**src/rtl/core/sparse_row_jaccard_weight_macros.svh**
```systemverilog
// Assertion macros shared by the sparse row Jaccard weight RTL.
`ifndef SPARSE_ROW_JACCARD_WEIGHT_MACROS_SVH
`define SPARSE_ROW_JACCARD_WEIGHT_MACROS_SVH

// Same-cycle implication, checked on clk_i, off while rst_ni is low.
`define SRJW_ASSERT_NOW(lbl, ante, cons, msg) \
  lbl: assert property (@(posedge clk_i) disable iff (!rst_ni) (ante) |-> (cons)) \
    else $error(msg);

// Next-cycle implication, checked on clk_i, off while rst_ni is low.
`define SRJW_ASSERT_NEXT(lbl, ante, cons, msg) \
  lbl: assert property (@(posedge clk_i) disable iff (!rst_ni) (ante) |=> (cons)) \
    else $error(msg);

`endif

```
**src/rtl/core/srjw_div.sv**
```systemverilog
// Radix-2 restoring divider for the fixed-point Jaccard quotient, one bit a cycle.
module srjw_div #(
  parameter int unsigned DEN_W     = 16,
  parameter int unsigned FRAC_BITS = 16
) (
  input  logic                 clk_i,
  input  logic                 rst_ni,
  input  logic                 start_i,
  input  logic [DEN_W-1:0]     num_i,
  input  logic [DEN_W-1:0]     den_i,
  output logic                 done_o,
  output logic [FRAC_BITS:0]   quot_o
);

  localparam int unsigned Steps = FRAC_BITS + 1;
  localparam int unsigned CntW  = $clog2(Steps + 1);

  logic              busy_q, busy_d;
  logic              done_q, done_d;
  logic [CntW-1:0]   cnt_q, cnt_d;
  logic [DEN_W:0]    rem_q, rem_d;
  logic [DEN_W-1:0]  den_q, den_d;
  logic [FRAC_BITS:0] quot_q, quot_d;
  logic              ge;
  logic [DEN_W:0]    diff;

  // Numerator never exceeds the denominator, so the quotient fits FRAC_BITS+1 bits.
  always_comb begin
    ge     = (rem_q >= {1'b0, den_q});
    diff   = ge ? (rem_q - {1'b0, den_q}) : rem_q;
    busy_d = busy_q;
    done_d = 1'b0;
    cnt_d  = cnt_q;
    rem_d  = rem_q;
    den_d  = den_q;
    quot_d = quot_q;
    if (start_i) begin
      busy_d = 1'b1;
      cnt_d  = CntW'(Steps);
      rem_d  = {1'b0, num_i};
      den_d  = den_i;
    end else if (busy_q) begin
      rem_d  = {diff[DEN_W-1:0], 1'b0};
      quot_d = {quot_q[FRAC_BITS-1:0], ge};
      cnt_d  = cnt_q - CntW'(1);
      if (cnt_q == CntW'(1)) begin
        busy_d = 1'b0;
        done_d = 1'b1;
      end
    end
  end

  always_ff @(posedge clk_i or negedge rst_ni) begin
    if (!rst_ni) begin
      busy_q <= 1'b0;
      done_q <= 1'b0;
      cnt_q  <= '0;
    end else begin
      busy_q <= busy_d;
      done_q <= done_d;
      cnt_q  <= cnt_d;
    end
  end

  always_ff @(posedge clk_i) begin
    rem_q  <= rem_d;
    den_q  <= den_d;
    quot_q <= quot_d;
  end

  assign done_o = done_q;
  assign quot_o = quot_q;

endmodule

```
**config.mk**
```make
export PLATFORM = sky130hd
export DESIGN_NAME = srjw_div
export DESIGN_NICKNAME = d
export VERILOG_FILES = /design/src/rtl/core/sparse_row_jaccard_weight_macros.svh /design/src/rtl/core/srjw_div.sv
export SDC_FILE = /design/constraint.sdc
export NUM_CORES = 1
export LEC_CHECK = 0
export ABC_AREA = 1
export BUFFER_PORTS_ARGS = -buffer_cell sky130_fd_sc_hd__buf_2
export CAP_MARGIN = 20
export CORE_UTILIZATION = 35
export DETAILED_ROUTE_END_ITERATION = 8
export GPL_ROUTABILITY_DRIVEN = 0
export PLACE_DENSITY = 0.61
export SYNTH_ARGS = -nofsm -noshare
export SYNTH_HDL_FRONTEND = slang
export SYNTH_SLANG_ARGS = --single-unit
```
**constraint.sdc**
```tcl
create_clock -name clk_i -period 2.75 [get_ports clk_i]
set_input_delay 0.275 -clock clk_i [delete_from_list [all_inputs] [get_ports clk_i]]
set_output_delay 0.275 -clock clk_i [all_outputs]
set_load 0.05 [all_outputs]
```
==> out/qor.txt, run 1 <==
Outcome = finished clean
Fin. max-slew vios = 0
Worst EP required = 2.85 ns
Ys Warns = 0
Cells after synthesis = 408
Yosys reg bits = 57
Max cap viols = 0
Largest net degree at the start of global routing = 21
HPWL after detailed placement = 5290 um
Die height = 100 um
Crit start category = register
Sequential share of power = 32.1%
Register Area = 1670 um^2
PD cells = 1010 nW/um^2
Syn nets = 462
Initial core utilization = 36.4%
Commonest non-fill, non-tap cell in the layout = nand2_1
Nets = 523
Final-report setup violation count = 0
Worst-margin pin slew = 0.776 ns
Most frequent CP cell = nand2_1
Total gr overflow = 0
Area of the multi-input gates = 1340 um^2
Die ar. = 10100 um^2
Core Box Area = 9280 um^2
Layout cells sized above 1 = 17.1%
CP endpoint kind = register
Max Clock Skew = 0.00874 ns
Count of final hold-check violations = 0
Final TNS setup = 0 ns
Buffers & Inverters on Critical Path = 0
Most frequent cells in the layout = 138 x nand2_1, 80 x inv_1, 52 x buf_2
Input/output buffers = 52
VDD IR max = 0.000455 V
Kind of critical path = reg -> reg
H-tree Lvls = 3
Sw power = 0.00173 W
Worst-path clk slew = 0.08 ns
Critical Path Fanout Max = 17
DR WL/cell = 12.0 um
Initial antenna violation count = 0
Synth top area cells = edfxtp_1 43%, nand2_1 15%, inv_1 8.9%
Clk buf depth = 2
DRT Pass-1 Iters = 4
Synth top area share = 43.5%
Worst path max stage delay = 0.43 ns
First-pass GRT wire length = 11700 um
Slew Limit Headroom = 48.2%
Ant. Diodes = 0
RSZ-0062 raised after global routing = false
Via-per-instance ratio = 4.43
Pleak = 2.06 nW
Area Overhead vs Synth = 17.5%
Critical Path AT = 2.38 ns
Critical Path, Cell by Cell = ha_1, nand2_2, nor2_1, nand2_1, nand3_2, nand2_1, nand2_2, nand2_4, nand2_4, nand2_1, nand3_1, nand2_1
Clk pwr share = 20.3%
Post-route DRC = 0
CTS tree = built
Sequential area share after synthesis = 49.3%
Die W = 100 um
Antenna viol nets, final = 0
CTS sink cnt = 57
I/O pin total = 53
Crit path max-delay family = simple AND/OR/NAND/NOR gates
DR vias = 2672
Postcts setup bufs = 0
Mapped Area = 3380 um^2
Comb power frac = 47.6%
Root Buffer = clkbuf_8
Crit-path slowest cell = ha_1
Site Rows = 35
Num CTS Buffers = 9
Initial DRC Count = 165
Worst Hold Class = in -> reg
Fin crit period = 2.28 ns
Post-layout util = 42.8%
Clk_lat worst skew = 0.35 ns
Vias in the first global route = 2567
Number of fill cells = 977
Max Fclk = 0.438 GHz
Largest area contributor in the netlist = edfxtp_1
Switching share of power = 43.1%
Tot GR Track Use = 15.3%
Synth Area per Inst = 8.29 um^2
Int Pwr = 0.00229 W
Yosys cell types = 31
Drt total wl = 7230 um
Final Cycle Share = 83.1%
==> final cells by class <==
cell class,count,area share (%)
inverter,81,7.65
clock buffer,9,3.12
timing repair buffer,57,7.56
clock inverter,7,1.98
sequential,57,41.9
multi-input combinational,263,33.7
tap,129,4.06
==> metrics by stage <==
step           cell area (um^2)  setup WS [ns]  hold WS, ns  power, W  cells
2_1_floorplan              3380          0.747      -0.0206   0.00285    408
3_3_place_gp               3760          0.524        0.117   0.00319    586
3_5_place_dp               3760          0.467        0.117   0.00322    586
4_1_cts                    3970          0.448       0.0748   0.00406    603
5_1_grt                    3970          0.230       0.0779   0.00437    603
6_report                   3970          0.465       0.0925   0.00402    603
==> sequential cells by signal, summed over array words and instances (netlist names) <==
signal	count
quot_o	17
rem_q	17
den_q	16
cnt_q	5
busy_q	1
done_o	1
==> power by group through the flow <==
stage	clock network (W)	registers (W)	logic, W
after floorplan	0	0.00140	0.00145
after global placement	0	0.00130	0.00189
after detailed placement	0	0.00131	0.00191
after CTS	0.000844	0.00129	0.00192
after global routing	0.000868	0.00132	0.00219
final	0.000815	0.00129	0.00192
==> what timing repair did <==
item | 4_1_cts | 5_1_grt
hold endpoints to repair | 7 | 0
hold buffers | 1 | 0
resized for setup | 0 | 0
setup endpoints to repair | 0 | 0
==> metal layers <==
layer | track usage (%) | wire, um | vias to the layer above | part of all wire [%]
li1 | - | - | 1415 | -
met1 | 19.2 | 3470 | 1179 | 48
met2 | 24.9 | 3210 | 65 | 44
met3 | 3.90 | 400 | 13 | 5.5
met4 | 7.02 | 139 | 0 | 1.9
met5 | 0 | 0 | - | 0
==> logic make-up (layout without fill, tap and decap cells) <==
family | after synthesis | count (layout) | synth area share (%)
AND/OR/NAND/NOR | 221 | 221 | 27.9
AO/OA/AOI/OAI | 16 | 16 | 2.52
flip-flops | 57 | 57 | 49.3
buffers and inverters | 88 | 154 | 11.2
adder cells (fa/ha/maj) | 19 | 19 | 7.25
XOR/XNOR | 7 | 7 | 1.81
==> path summary, 6_finish.rpt <==
kind	from	end	slack, ns	depth (start not counted)
setup / recovery	rem_q[3]	rem_q[11]	0.47	12
hold / removal	den_i[12]	den_q[12]	0.09	1
setup reg to reg	rem_q[3]	rem_q[11]	0.47	12
hold reg to reg	quot_o[14]	quot_o[15]	0.45	0
max in group asynchronous	rst_ni	busy_q	2.31	2
min in group asynchronous	rst_ni	cnt_q[0]	0.28	2
==> synth_stat cells, drive strengths merged <==
cell type and count:
a21oi 11, and2 1, and3 1, buf 4
clkbuf 3, clkinv 1, dfrtp 7, dfxtp 1
edfxtp 49, fa 1, ha 18, inv 80
nand2 143, nand3 45, nand3b 2, nand4 3
nor2 20, nor3 5, nor4 1, o21ai 4
o22ai 1, xnor2 6, xor2 1
(Power assumes the default switching activity.)
==> inputs of run 2 (changes only) <==
--- a/config.mk
+++ b/config.mk
@@ -11,7 +11,7 @@
 export CORE_UTILIZATION = 35
 export DETAILED_ROUTE_END_ITERATION = 8
 export GPL_ROUTABILITY_DRIVEN = 0
-export PLACE_DENSITY = 0.61
+export PLACE_DENSITY = 0.63
 export SYNTH_ARGS = -nofsm -noshare
 export SYNTH_HDL_FRONTEND = slang
 export SYNTH_SLANG_ARGS = --single-unit
==> constraint.sdc (replaced) <==
create_clock -name clk_i -period 2 [get_ports clk_i]
set_input_delay 0.2 -clock clk_i [delete_from_list [all_inputs] [get_ports clk_i]]
set_output_delay 0.2 -clock clk_i [all_outputs]
set_load 0.05 [all_outputs]
==> run 2 against run 1 <==
Effect of this change:
- the run now ends with negative setup slack left
- flip-flop and latch count unchanged
- hold slack got worse by 0.084 ns
- clock-buffer cell count stayed put
- final cell count increased by 13%
- combinational power increased to 2.6 times the previous value
- clock power grew 22%
- critical path type unchanged
- register-to-register slack worse by 0.58 ns
- via count up 20%
- sequential power rose by 43%
- maximum frequency up 8.1%
==> out/qor.txt, run 2 (synthesis gave the netlist of run 1 again) <==
Worst-margin pin slew = 0.776 ns (+0.000535 ns)
Final-report setup violation count = 16 (+16)
Worst-path clk slew = 0.08 ns (about the same)
Pre-CTS WS = -0.253 ns (-0.720 ns)
Area of the multi-input gates = 1870 um^2 (+40%)
Critical Path AT = 2.22 ns (-0.16 ns)
Root Buffer = clkbuf_8
Max cap viols = 0 (unchanged)
Buffers & Inverters on Critical Path = 2 (+2)
Worst Hold Class = in -> reg
CTS sink cnt = 57 (unchanged)
Worst EP required = 2.10 ns (-0.75 ns)
Slew Limit Headroom = 47.9% (-0.30 points)
First-pass GRT wire length = 13700 um (+17%)
Critical Path Fanout Max = 7 (-10)
Area Overhead vs Synth = 52.8%
Initial DRC Count = 171 (+3.6%)
Pwr Total = 0.00787 W (+95%)
Kind of critical path = reg -> reg
Site Rows = 35 (unchanged)
Count of final hold-check violations = 0 (unchanged)
Outcome = finished with violations
Core Box Area = 9280 um^2 (unchanged)
DR WL/cell = 13.8 um (+15%)
Design Area, Final = 5170 um^2 (+30%)
Initial antenna violation count = 0 (unchanged)
Fin crit period = 2.11 ns (-0.170 ns)
DP Area = 4100 um^2 (+8.9%)
Max Fclk = 0.473 GHz (+8.1%)
Ant. Diodes = 0 (unchanged)
DR vias = 3203 (+20%)
Post-route DRC = 0 (unchanged)
Critical Path, Cell by Cell = ha_4, nand2_4, inv_2, nand2_2, nor3_2, nand2_2, nand2_4, nand2_8, nand2_8, buf_12, nand2_2, nand3_2, nand2_1
Crit path max-delay family = simple AND/OR/NAND/NOR gates
HPWL after detailed placement = 5670 um (+7.2%)
Vias in the first global route = 3080 (+20%)
Crit start category = register
VDD IR max = 0.000654 V (+44%)
Max Clock Skew = 0.0146 ns (+0.00586 ns)
RSZ-0062 raised after global routing = true
PD cells = 1520 nW/um^2 (+50%)
Worst path max stage delay = 0.45 ns (+0.02 ns)
DRT Pass-1 Iters = 4 (unchanged)
Placed instance count = 631 (+7.7%)
Antenna viol nets, final = 0 (unchanged)
Input/output buffers = 52 (unchanged)
Most frequent CP cell = nand2_2
Failing checks = negative setup slack
Crit-path slowest cell = edfxtp_1
H-tree Lvls = 3 (unchanged)
Largest net degree at the start of global routing = 20 (-4.8%)
Num CTS Buffers = 9 (unchanged)
Commonest non-fill, non-tap cell in the layout = nand2_1
Depth of the worst register-to-register path = 13 (+1)
Die W = 100 um (unchanged)
CTS tree = built
Number of fill cells = 829 (-15%)
Via-per-instance ratio = 4.69 (+5.8%)
Initial core utilization = 36.4% (unchanged)
Drt total wl = 9400 um (+30%)
Layout cells sized above 1 = 45.3% (+28 points)
Clk buf depth = 2 (unchanged)
Most frequent cells in the layout = 106 x nand2_1, 70 x buf_4, 69 x inv_1
Total gr overflow = 0 (unchanged)
Die height = 100 um (unchanged)
Hold Path Stages = 1 (unchanged)
Register Area = 1670 um^2 (unchanged)
Fin cells = 683 (+13%)
Final Cycle Share = 106% (+23 points)
Clk_lat worst skew = 0.36 ns (about the same)
Final worst slack = -0.114 ns (-0.580 ns)
Fin. max-slew vios = 0 (unchanged)
I/O pin total = 53 (unchanged)
CP endpoint kind = register
Die ar. = 10100 um^2 (unchanged)
Pleak = 2.55 nW (+24%)
CP Depth = 13 (+1)
Tot GR Track Use = 17.8% (+2.4 points)
Nets = 603 (+15%)
==> run 2: changes by cell type in the layout (fill, tap and decap cells not counted), sizes merged <==
cell,delta
buf,+80
clkinv,-2
clkinvlp,+3
bufinv,-1
==> run 2: area by class of cell <==
cell class | instances | share of cell area (%)
Tap cell | 129 | 3.12
Inverter | 81 | 5.88
Timing Repair Buffer | 137 | 19.1
Clock buffer | 9 | 2.40
Multi-Input combinational cell | 263 | 36.2
Sequential cell | 57 | 32.2
Clock inverter | 7 | 1.04
==> run 2: repair_timing <==
item                                    CTS  global route
endpoints found under the setup margin   17            17
gates resized for setup                  49            78
cloned                                    1             0
pin swaps                                22            53
setup buffers                            19            16
hold buffers                              1             0
hold endpoints to repair                  7             0
==> run 2: through the flow <==
stage | hold WS [ns] | utilization [%] | setup TNS (ns)
after CTS | 0.00104 | 50.7 | -0.768
after floorplan | -0.0956 | - | -0.00334
final | 0.00842 | 55.7 | -1.42
after global routing | 0.00123 | 55.7 | -2.70
after global placement | 0.0406 | 44.1 | -2.86
after detailed placement | 0.0501 | 44.1 | -3.69
==> run 2: report_power, final <==
group	internal, W	total, W	switching (W)
sequential	0.00163	0.00184	0.000216
clock	0.000456	0.000998	0.000542
combinational	0.00241	0.00502	0.00261
total	0.00449	0.00787	0.00337
==> run 2: path summary, 6_finish.rpt <==
path | end | slack, ns | start
max reg2reg | rem_q[9] | -0.11 | rem_q[6]
max | rem_q[9] | -0.11 | rem_q[6]
max in group asynchronous | done_o | 1.63 | rst_ni
min reg2reg | quot_o[16] | 0.44 | quot_o[15]
min in group asynchronous | cnt_q[1] | 0.21 | rst_ni
min | den_q[2] | 0.008 | den_i[2]
==> run 2: worst reg2reg max path, cell delays in order, from the launching register on <==
cell,delay (ns)
edfxtp_1,0.45
ha_4,0.35
nand2_4,0.06
inv_2,0.06
nand2_2,0.06
nor3_2,0.14
nand2_2,0.11
nand2_4,0.12
nand2_8,0.10
nand2_8,0.09
buf_12,0.13
nand2_2,0.06
nand3_2,0.06
nand2_1,0.09
==> run 2: routing by layer <==
layer	routed length, um	track usage [%]	up-vias
met4	287	7.58	0
li1	-	-	1575
met1	3800	21.0	1490
met2	4780	30.5	109
met3	539	4.81	29
met5	0	0	-
==> inputs of run 3 (changes only) <==
--- a/config.mk
+++ b/config.mk
@@ -8,10 +8,13 @@
 export ABC_AREA = 1
 export BUFFER_PORTS_ARGS = -buffer_cell sky130_fd_sc_hd__buf_2
 export CAP_MARGIN = 20
-export CORE_UTILIZATION = 35
+export CELL_PAD_IN_SITES_DETAIL_PLACEMENT = 0
+export CELL_PAD_IN_SITES_GLOBAL_PLACEMENT = 1
+export CORE_UTILIZATION = 38
 export DETAILED_ROUTE_END_ITERATION = 8
 export GPL_ROUTABILITY_DRIVEN = 0
-export PLACE_DENSITY = 0.63
+export HOLD_SLACK_MARGIN = 0.05
+export PLACE_DENSITY = 0.83
 export SYNTH_ARGS = -nofsm -noshare
 export SYNTH_HDL_FRONTEND = slang
 export SYNTH_SLANG_ARGS = --single-unit
==> run 3 against run 2 <==
Effect of this change:
- critical path type unchanged
- the flow still finishes with violations (negative setup slack)
- first-iteration DRC count shrank 25%
- hold slack gained 0.11 ns
- non-clock buffer count shrank 15
- register-to-register slack is essentially flat
==> out/qor.txt, run 3 (synthesis gave the netlist of run 1 again) <==
Pwr Total = 0.00724 W (-7.9%)
Placed instance count = 599 (-5.1%)
Hold slack final = 0.123 ns (+0.114 ns)
RSZ-0062 raised after global routing = true
PD cells = 1490 nW/um^2 (-2.1%)
Critical Path Fanout Max = 8 (+1)
First-pass GRT wire length = 14000 um (+2.4%)
Site Rows = 34 (-2.9%)
Nets = 588 (-2.5%)
HPWL after detailed placement = 6050 um (+6.7%)
H-tree Lvls = 3 (unchanged)
Initial DRC Count = 129 (-25%)
CTS sink cnt = 57 (unchanged)
Worst Hold Class = in -> reg
Fin. max-slew vios = 0 (unchanged)
Initial antenna violation count = 0 (unchanged)
Total gr overflow = 0 (unchanged)
Die height = 96.4 um (-3.9%)
DR vias = 3063 (-4.4%)
Crit path max-delay family = simple AND/OR/NAND/NOR gates
Buffers & Inverters on Critical Path = 3 (+1)
Layout cells sized above 1 = 33.6% (-12 points)
CTS tree = built
Outcome = finished with violations
Fin crit period = 2.10 ns (-0.0127 ns)
Area Overhead vs Synth = 43.7%
Tot GR Track Use = 20.3% (+2.5 points)
Most frequent cells in the layout = 122 x nand2_1, 76 x inv_1, 52 x buf_2
Kind of critical path = reg -> reg
DR WL/cell = 13.6 um (-1.1%)
Max Clock Skew = 0.00769 ns (-0.00691 ns)
Max Fclk = 0.476 GHz (+0.61%)
Clk buf depth = 2 (unchanged)
Final Cycle Share = 105% (-0.64 points)
Final-report setup violation count = 16 (unchanged)
Worst EP required = 2.10 ns (about the same)
Worst path max stage delay = 0.43 ns (-0.02 ns)
Input/output buffers = 52 (unchanged)
Most frequent CP cell = nand2_1
Drt total wl = 8810 um (-6.3%)
Via-per-instance ratio = 4.73 (+0.95%)
Critical Path, Cell by Cell = ha_4, nand2_1, nand2_1, nand2_1, nand2_2, a21oi_4, nand2_2, nand2_4, nand2_8, buf_8, buf_4, buf_4
DRT Pass-1 Iters = 4 (unchanged)
Vias in the first global route = 3059 (-0.68%)
Slew Limit Headroom = 51.2% (+3.3 points)
Commonest non-fill, non-tap cell in the layout = nand2_1
Post-route DRC = 0 (unchanged)
Core Box Area = 8680 um^2 (-6.5%)
Critical Path AT = 2.20 ns (-0.02 ns)
I/O pin total = 53 (unchanged)
Worst-path clk slew = 0.07 ns (about the same)
Crit start category = register
CP endpoint kind = register
Max cap viols = 0 (unchanged)
Pleak = 2.42 nW (-5.3%)
Crit-path slowest cell = edfxtp_1
Initial core utilization = 39.0% (+2.5 points)
VDD IR max = 0.000555 V (-15%)
Final worst slack = -0.102 ns (+0.0127 ns)
Fin cells = 647 (-5.3%)
Num CTS Buffers = 9 (unchanged)
Largest net degree at the start of global routing = 27 (+35%)
Count of final hold-check violations = 0 (unchanged)
Ant. Diodes = 0 (unchanged)
Failing checks = negative setup slack
Die W = 96.4 um (-3.9%)
Antenna viol nets, final = 0 (unchanged)
Worst-margin pin slew = 0.727 ns (-0.0489 ns)
Die ar. = 9280 um^2 (-7.7%)
Root Buffer = clkbuf_8
Clk_lat worst skew = 0.34 ns (-0.02 ns)
run 3: cell types whose count changed in the layout (fill, tap and decap cells not counted), moves of 3 or more:
cell	previous run	this run
nand2_1	106	122
nand2_2	26	17
nand3_1	22	32
nand2_4	9	3
dlygate4sd3_1	1	17
buf_4	70	47
buf_6	10	3
nand3_4	4	0
inv_1	69	76
nand3_2	19	13
inv_2	11	4
nor2_1	14	17
run 3: path summary, 6_finish.rpt:
check	start	to	slack, ns	cells past startpoint
worst max-delay path	rem_q[6]	quot_o[0]	-0.10	12
worst min-delay path	num_i[1]	rem_q[1]	0.12	3
worst max register to register	rem_q[6]	quot_o[0]	-0.10	12
worst min register to register	quot_o[1]	quot_o[2]	0.45	0
max in group asynchronous	rst_ni	busy_q	1.63	2
min in group asynchronous	rst_ni	cnt_q[3]	0.21	2
run 3: power by group:
| group | switching (W) | total, W | leakage, nW | internal [W] |
|---|---|---|---|---|
| logic | 0.00224 | 0.00417 | 1.73 | 0.00193 |
| registers | 0.000216 | 0.00184 | 0.586 | 0.00163 |
| clock network | 0.000526 | 0.00123 | 0.107 | 0.000701 |
run 3: per-stage QoR:
stage	cell area, um^2	worst slack (ns)	setup TNS [ns]	utilization [%]
floorplan	3380	-0.00334	-0.00334	-
global placement	4000	-0.180	-2.54	46.1
detailed placement	4000	-0.214	-2.90	46.1
CTS	4760	-0.0537	-0.568	54.9
global route	4860	-0.195	-2.74	56.0
finish	4860	-0.102	-0.854	56.0
run 3: metal layers:
layer | track usage, % | share of wire, % | wire length (um) | vias to the layer above
met5 | 0 | 0 | 0 | -
met4 | 7.60 | 2.2 | 193 | 0
met3 | 5.06 | 2.8 | 247 | 18
met2 | 34.3 | 50 | 4400 | 54
met1 | 25.0 | 45 | 3980 | 1447
li1 | - | - | - | 1544
run 3: final cells by class:
class | instances | area, um^2
sequential | 57 | 1670
tap | 108 | 135
clock inverter | 7 | 93.8
timing repair buffer | 122 | 872
clock buffer | 9 | 124
inverter | 81 | 304
fill | 792 | 3810
multi-input combinational | 263 | 1670
run 3: worst register-to-register path: stages (launching register included):
cell,delay (ns)
edfxtp_1,0.43
ha_4,0.30
nand2_1,0.06
nand2_1,0.06
nand2_1,0.08
nand2_2,0.07
a21oi_4,0.18
nand2_2,0.09
nand2_4,0.11
nand2_8,0.07
buf_8,0.16
buf_4,0.14
buf_4,0.12
run 3: repair_timing:
item | in CTS | in global routing
gates resized for setup | 44 | 21
setup buffers | 13 | 2
cloned | 0 | 0
hold buffers | 17 | 0
hold endpoints to repair | 23 | 0
pin swaps | 19 | 7
endpoints found under the setup margin | 17 | 17
